===== config.mk =====
export PLATFORM = sky130hd
export DESIGN_NAME = smrq_ctrl
export DESIGN_NICKNAME = d
export VERILOG_FILES = /design/src/design/smrq_pkg.sv /design/src/design/smrq_ctrl.sv
export SDC_FILE = /design/constraint.sdc
export NUM_CORES = 1
export LEC_CHECK = 0
export BUFFER_PORTS_ARGS = -buffer_cell sky130_fd_sc_hd__buf_4
export CORE_MARGIN = 1.5
export CORE_UTILIZATION = 40
export CTS_BUF_LIST = sky130_fd_sc_hd__clkbuf_2 sky130_fd_sc_hd__clkbuf_4 sky130_fd_sc_hd__clkbuf_8
export CTS_CLUSTER_DIAMETER = 30
export DETAILED_ROUTE_END_ITERATION = 8
export PLACE_DENSITY_LB_ADDON = 0.12
export REMOVE_ABC_BUFFERS = 1
export SLEW_MARGIN = 20
export SYNTH_ARGS = -nofsm -noshare
export SYNTH_HDL_FRONTEND = slang
export SYNTH_SLANG_ARGS = --single-unit

===== constraint.sdc =====
create_clock -name clock -period 2.6 [get_ports clock]
set_clock_uncertainty 0.1 [all_clocks]
set_input_delay 0.26 -clock clock [delete_from_list [all_inputs] [get_ports clock]]
set_output_delay 0.26 -clock clock [all_outputs]
set_load 0.1 [all_outputs]

===== src/design/smrq_pkg.sv =====
// Package for the sorted multiset rank query block.
// Holds the request and response payload types, opcodes, sizes and the
// command and status structs shared by the controller and the datapath.
`timescale 1ns / 1ps
package smrq_pkg;

   localparam int CAPACITY_DEF = 256;
   localparam int MAX_RANK     = 8;
   localparam int VALUE_W      = 63;
   localparam int RANK_W       = 4;

   typedef enum logic [1:0] {
      OP_INSERT   = 2'd0,
      OP_AT_BELOW = 2'd1,
      OP_AT_ABOVE = 2'd2,
      OP_UNUSED   = 2'd3
   } opcode_type;

   typedef struct packed {
      opcode_type          opcode;
      logic [VALUE_W-1:0]  value;
      logic [RANK_W-1:0]   rank;
   } req_type;

   typedef struct packed {
      logic                found;
      logic [VALUE_W-1:0]  result_value;
      logic                store_overflowed;
   } rsp_type;

   typedef struct packed {
      logic load_req;
      logic srch_rd;
      logic srch_cmp;
      logic shift_rd;
      logic shift_wr;
      logic ins_wr;
      logic res_rd;
      logic res_load;
      logic set_ovf;
   } cmd_type;

   typedef struct packed {
      opcode_type op;
      logic       search_done;
      logic       shift_done;
      logic       full;
      logic       rsp_free;
      logic       ovf;
   } stat_type;

endpackage


===== src/design/smrq_ctrl.sv =====
// Controller state machine for the sorted multiset rank query block.
// Sequences search, shift, insert and result steps; depends on smrq_pkg.
`timescale 1ns / 1ps
module smrq_ctrl (
   input  logic               clock,
   input  logic               reset,
   input  logic               req_valid,
   output logic               req_ready,
   input  smrq_pkg::stat_type stat,
   output smrq_pkg::cmd_type  cmd
);
   import smrq_pkg::*;

   typedef enum logic [8:0] {
      ST_IDLE     = 9'b000000001,
      ST_DECODE   = 9'b000000010,
      ST_SRCH_RD  = 9'b000000100,
      ST_SRCH_CMP = 9'b000001000,
      ST_SHIFT_RD = 9'b000010000,
      ST_SHIFT_WR = 9'b000100000,
      ST_INS_WR   = 9'b001000000,
      ST_RES_RD   = 9'b010000000,
      ST_RES_OUT  = 9'b100000000
   } state_type;

   state_type state_ff, state_in;

   assign req_ready = (state_ff == ST_IDLE);

   always_comb begin
      state_in = state_ff;
      cmd      = '0;
      case (state_ff)
         ST_IDLE: begin
            if (req_valid) begin
               cmd.load_req = 1'b1;
               state_in     = ST_DECODE;
            end
         end
         ST_DECODE: begin
            if (stat.op == OP_UNUSED) begin
               state_in = ST_IDLE;
            end else if (stat.op == OP_INSERT && stat.full) begin
               cmd.set_ovf = 1'b1;
               state_in    = ST_IDLE;
            end else begin
               state_in = ST_SRCH_RD;
            end
         end
         ST_SRCH_RD: begin
            if (stat.search_done) begin
               state_in = (stat.op == OP_INSERT) ? ST_SHIFT_RD : ST_RES_RD;
            end else begin
               cmd.srch_rd = 1'b1;
               state_in    = ST_SRCH_CMP;
            end
         end
         ST_SRCH_CMP: begin
            cmd.srch_cmp = 1'b1;
            state_in     = ST_SRCH_RD;
         end
         ST_SHIFT_RD: begin
            if (stat.shift_done) begin
               state_in = ST_INS_WR;
            end else begin
               cmd.shift_rd = 1'b1;
               state_in     = ST_SHIFT_WR;
            end
         end
         ST_SHIFT_WR: begin
            cmd.shift_wr = 1'b1;
            state_in     = ST_SHIFT_RD;
         end
         ST_INS_WR: begin
            cmd.ins_wr = 1'b1;
            state_in   = ST_IDLE;
         end
         ST_RES_RD: begin
            cmd.res_rd = 1'b1;
            state_in   = ST_RES_OUT;
         end
         ST_RES_OUT: begin
            if (stat.rsp_free) begin
               cmd.res_load = 1'b1;
               state_in     = ST_IDLE;
            end
         end
         default: begin
            state_in = ST_IDLE;
         end
      endcase
   end

   always_ff @(posedge clock) begin
      if (reset) begin
         state_ff <= ST_IDLE;
      end else begin
         state_ff <= state_in;
      end
   end

endmodule


==> metrics.txt <==
outcome finished with violations; violated checks setup timing; number of ports placed on the die boundary 20; largest register by flop count state_ff; number of filler cells placed in the layout 121; total negative slack for setup checks -0.0783 ns; clock tree from TritonCTS done; endpoint with the worst hold slack state_ff[3]; Crit Reg-Reg Endpoint state_ff[6]; clock-pin slew on the worst setup and hold paths 0.07 ns; HPWL reported at the end of detailed placement 1.03 mm; sequential share of the synthesized area 0.323; depth of the most critical reg-to-reg path 5; vias in the first global route approximately 510; Floorplan Core Area approximately 0.0013 mm^2; Mapped Cells ~70; count of max-cap constraint violations 0; layout overhead on the synthesized area 42.8%; Tightest Pin Transition 0.404 ns; delay-heaviest family, CP simple AND/OR/NAND/NOR gates; floorplan die area 0.00163 mm^2; height of the die 40.4 um; element type at the critical path end primary output; Worst Path Arrival ~2.3 ns; synthesis-stage register bit count 9; Critical Path, Cell by Cell or4_4 -> or4_4 -> or3b_4 -> nor2_4 -> buf_12; met2 routed WL about 630 um; power per cell area approximately 460 mW/mm^2; number of vias after detailed routing 588; number of clock sinks 9; routed via count divided by cell count 5.25; relative max-transition margin 0.728; wire length of the first global-routing pass 2.17 mm; maximum number of pins on one net before global-route repair 12; number of nets at the end of the flow 108; unrepaired setup endpoints after global routing yes; startpoint of the most critical register-to-register path state_ff[1]; flip-flop count of the largest register, all copies and words added 9; Avg Inst Size Synth 7.75 um^2; setup slack of the worst register-to-register path 0.42 ns; share of layout cells above drive strength 1 0.361; Worst Path Max Fanout 3; GRT overflow 0; Period Utilization, post-route 1.03; min setup slack post-route -0.0783 ns; length of the first detailed-routing pass in iterations 4; post-route cell area ~800 um^2; Max rail drop VDD 0.386 mV; total DRC errors in the routed layout 0; Inserted Diodes 0; total number of placement rows 13; maximum frequency from static timing analysis between 300 and 400 MHz; cell with the most instances on the worst path or4_4; final weighted congestion in routability-driven placement 0.710; final count of negative-setup-slack endpoints 1; level count of the clock H-tree 1; leading registers by flop count state_ff: 9 flops; Initial Util 0.429; Iteration-0 DRC Markers 6; length of routed wiring on met1 649 um; number of buffers inserted by hold repair at cts 0; cell chosen for the clock root clkbuf_4; class of the tightest hold or removal check input port to flip-flop; static leakage 0.000324 uW; GRT Resource Usage Total 0.211; CP max stage delay 0.54 ns; buffer levels on the longest clock path 2; highest layer used for signal routing met4; min cycle time layout 2.68 ns; class of the most critical setup path flip-flop to primary output; count of buffers from port buffering 18; hold path startpoint stat[4]; nature of the critical path startpoint flip-flop; wire length reported by the detailed router 1.38 mm; post-place setup slack 0.140 ns; highest-delay cell along the critical path or4_4; insertion delay to the later sink of the worst-skew pair 0.26 ns; number of routed nets with antenna violations 0; Mapped Area about 560 um^2; number of stages on the worst hold path 2; drt wl/cell 12.3 um; count of buffering cells on the critical path with inverters included 1; initial antenna violation count 0; die outline width 40.4 um; number of warning messages in the yosys log 0; instance area at placement 723 um^2; number of pins exceeding their max-slew limit in the final report 0; total CTS buffers 3; count of unique library cells instantiated by Yosys 28; worst endpoint required time around 2.2 ns; worst hold slack after final layout between 0.07 and 0.08 ns; Met3 Wirelength about 73 um; number of failing hold endpoints at the final stage 0
[Yosys cell counts]
library cell / n / share of area
or4_4: 2 / 0.040
nor4bb_1: 1 / 0.018
a21oi_1: 2 / 0.018
nor4b_1: 1 / 0.016
nor3_1: 4 / 0.036
nor2b_1: 5 / 0.056
nand2b_1: 1 / 0.011
buf_4: 1 / 0.013
nor3_2: 1 / 0.018
nor3b_2: 1 / 0.022
inv_1: 1 / 0.0067
mux2i_1: 1 / 0.018
clkbuf_1: 1 / 0.0067
o21ai_0: 5 / 0.045
o21bai_1: 2 / 0.027
nor2_1: 11 / 0.074
nor4_1: 1 / 0.011
xnor2_1: 1 / 0.016
and2_1: 3 / 0.034
and3_1: 1 / 0.011
nand2_1: 6 / 0.040
or4_1: 1 / 0.013
a211oi_1: 1 / 0.013
a31oi_1: 1 / 0.011
nand3_1: 3 / 0.027
or3b_4: 1 / 0.020
nor3b_1: 4 / 0.054
dfxtp_1: 9 / 0.32
[worst max-delay path by stage]
stage                startpoint  endpoint  slack (ns)  depth (start not counted)
floorplan           state_ff[2]    cmd[1]       -1.97                          3
global placement    state_ff[6]    cmd[5]        0.14                          5
detailed placement  state_ff[6]    cmd[5]        0.14                          5
CTS                 state_ff[6]    cmd[5]       -0.05                          5
global route        state_ff[1]    cmd[5]       -0.11                          5
finish              state_ff[1]    cmd[5]       -0.08                          5
[what timing repair did]
action                     in CTS  in global routing
setup buffers                   0                  2
gates resized for setup         6                  2
pin swaps                       0                  3
setup endpoints to repair       1                  4
[layer usage]
layer | GRT usage | up-vias
met5 | 0 | -
met4 | 0.125 | 0
met3 | 0.0556 | 4
met2 | 0.325 | 15
met1 | 0.260 | 261
li1 | - | 308
[where the power goes]
group,internal [uW],switching (uW)
Sequential,140,5.88
Combinational,34.1,60.5
Clock,69.8,54.0
[cell families (layout without fill, tap and decap cells)]
group                     count (synthesis)  after routing  share of synthesized area
muxes                                     1              1                     0.0179
buffers and inverters                     3             28                     0.0269
and+or+nand+nor                          47             47                      0.502
xor gates and xnor gates                  1              1                     0.0157
DFF                                       9              9                      0.323
AOI/OAI and AO/OA                        11             11                      0.114
[area by class of cell]
| class | instances | area, um^2 | share of cell area |
|---|---|---|---|
| Tap cell | 15 | 18.8 | 0.0235 |
| Sequential cell | 9 | 184 | 0.231 |
| Timing Repair Buffer | 23 | 185 | 0.232 |
| Multi-Input combinational cell | 60 | 375 | 0.471 |
| Clock buffer | 4 | 30.0 | 0.0377 |
| Inverter | 1 | 3.75 | 0.00471 |
[placed cells by master (no fill, tap or decap), drive strengths merged, types with 2 or more instances in the layout]
| master | netlist | layout |
|---|---|---|
| a21oi | 2 | 2 |
| nand2 | 6 | 6 |
| and2 | 3 | 3 |
| buf | 1 | 23 |
| o21ai | 5 | 5 |
| nor3 | 5 | 5 |
| nor3b | 5 | 5 |
| dfxtp | 9 | 9 |
| nor2 | 11 | 11 |
| o21bai | 2 | 2 |
| nand3 | 3 | 3 |
| clkbuf | 1 | 4 |
| or4 | 3 | 3 |
| nor2b | 5 | 5 |
[stage by stage]
step	total power (uW)	instances	utilization
after detailed placement	242	106	0.556
after CTS	367	110	0.595
after floorplan	213	70	-
after global routing	380	112	0.613
after global placement	242	106	0.556
final	364	112	0.613
(Power assumes the default switching activity.)
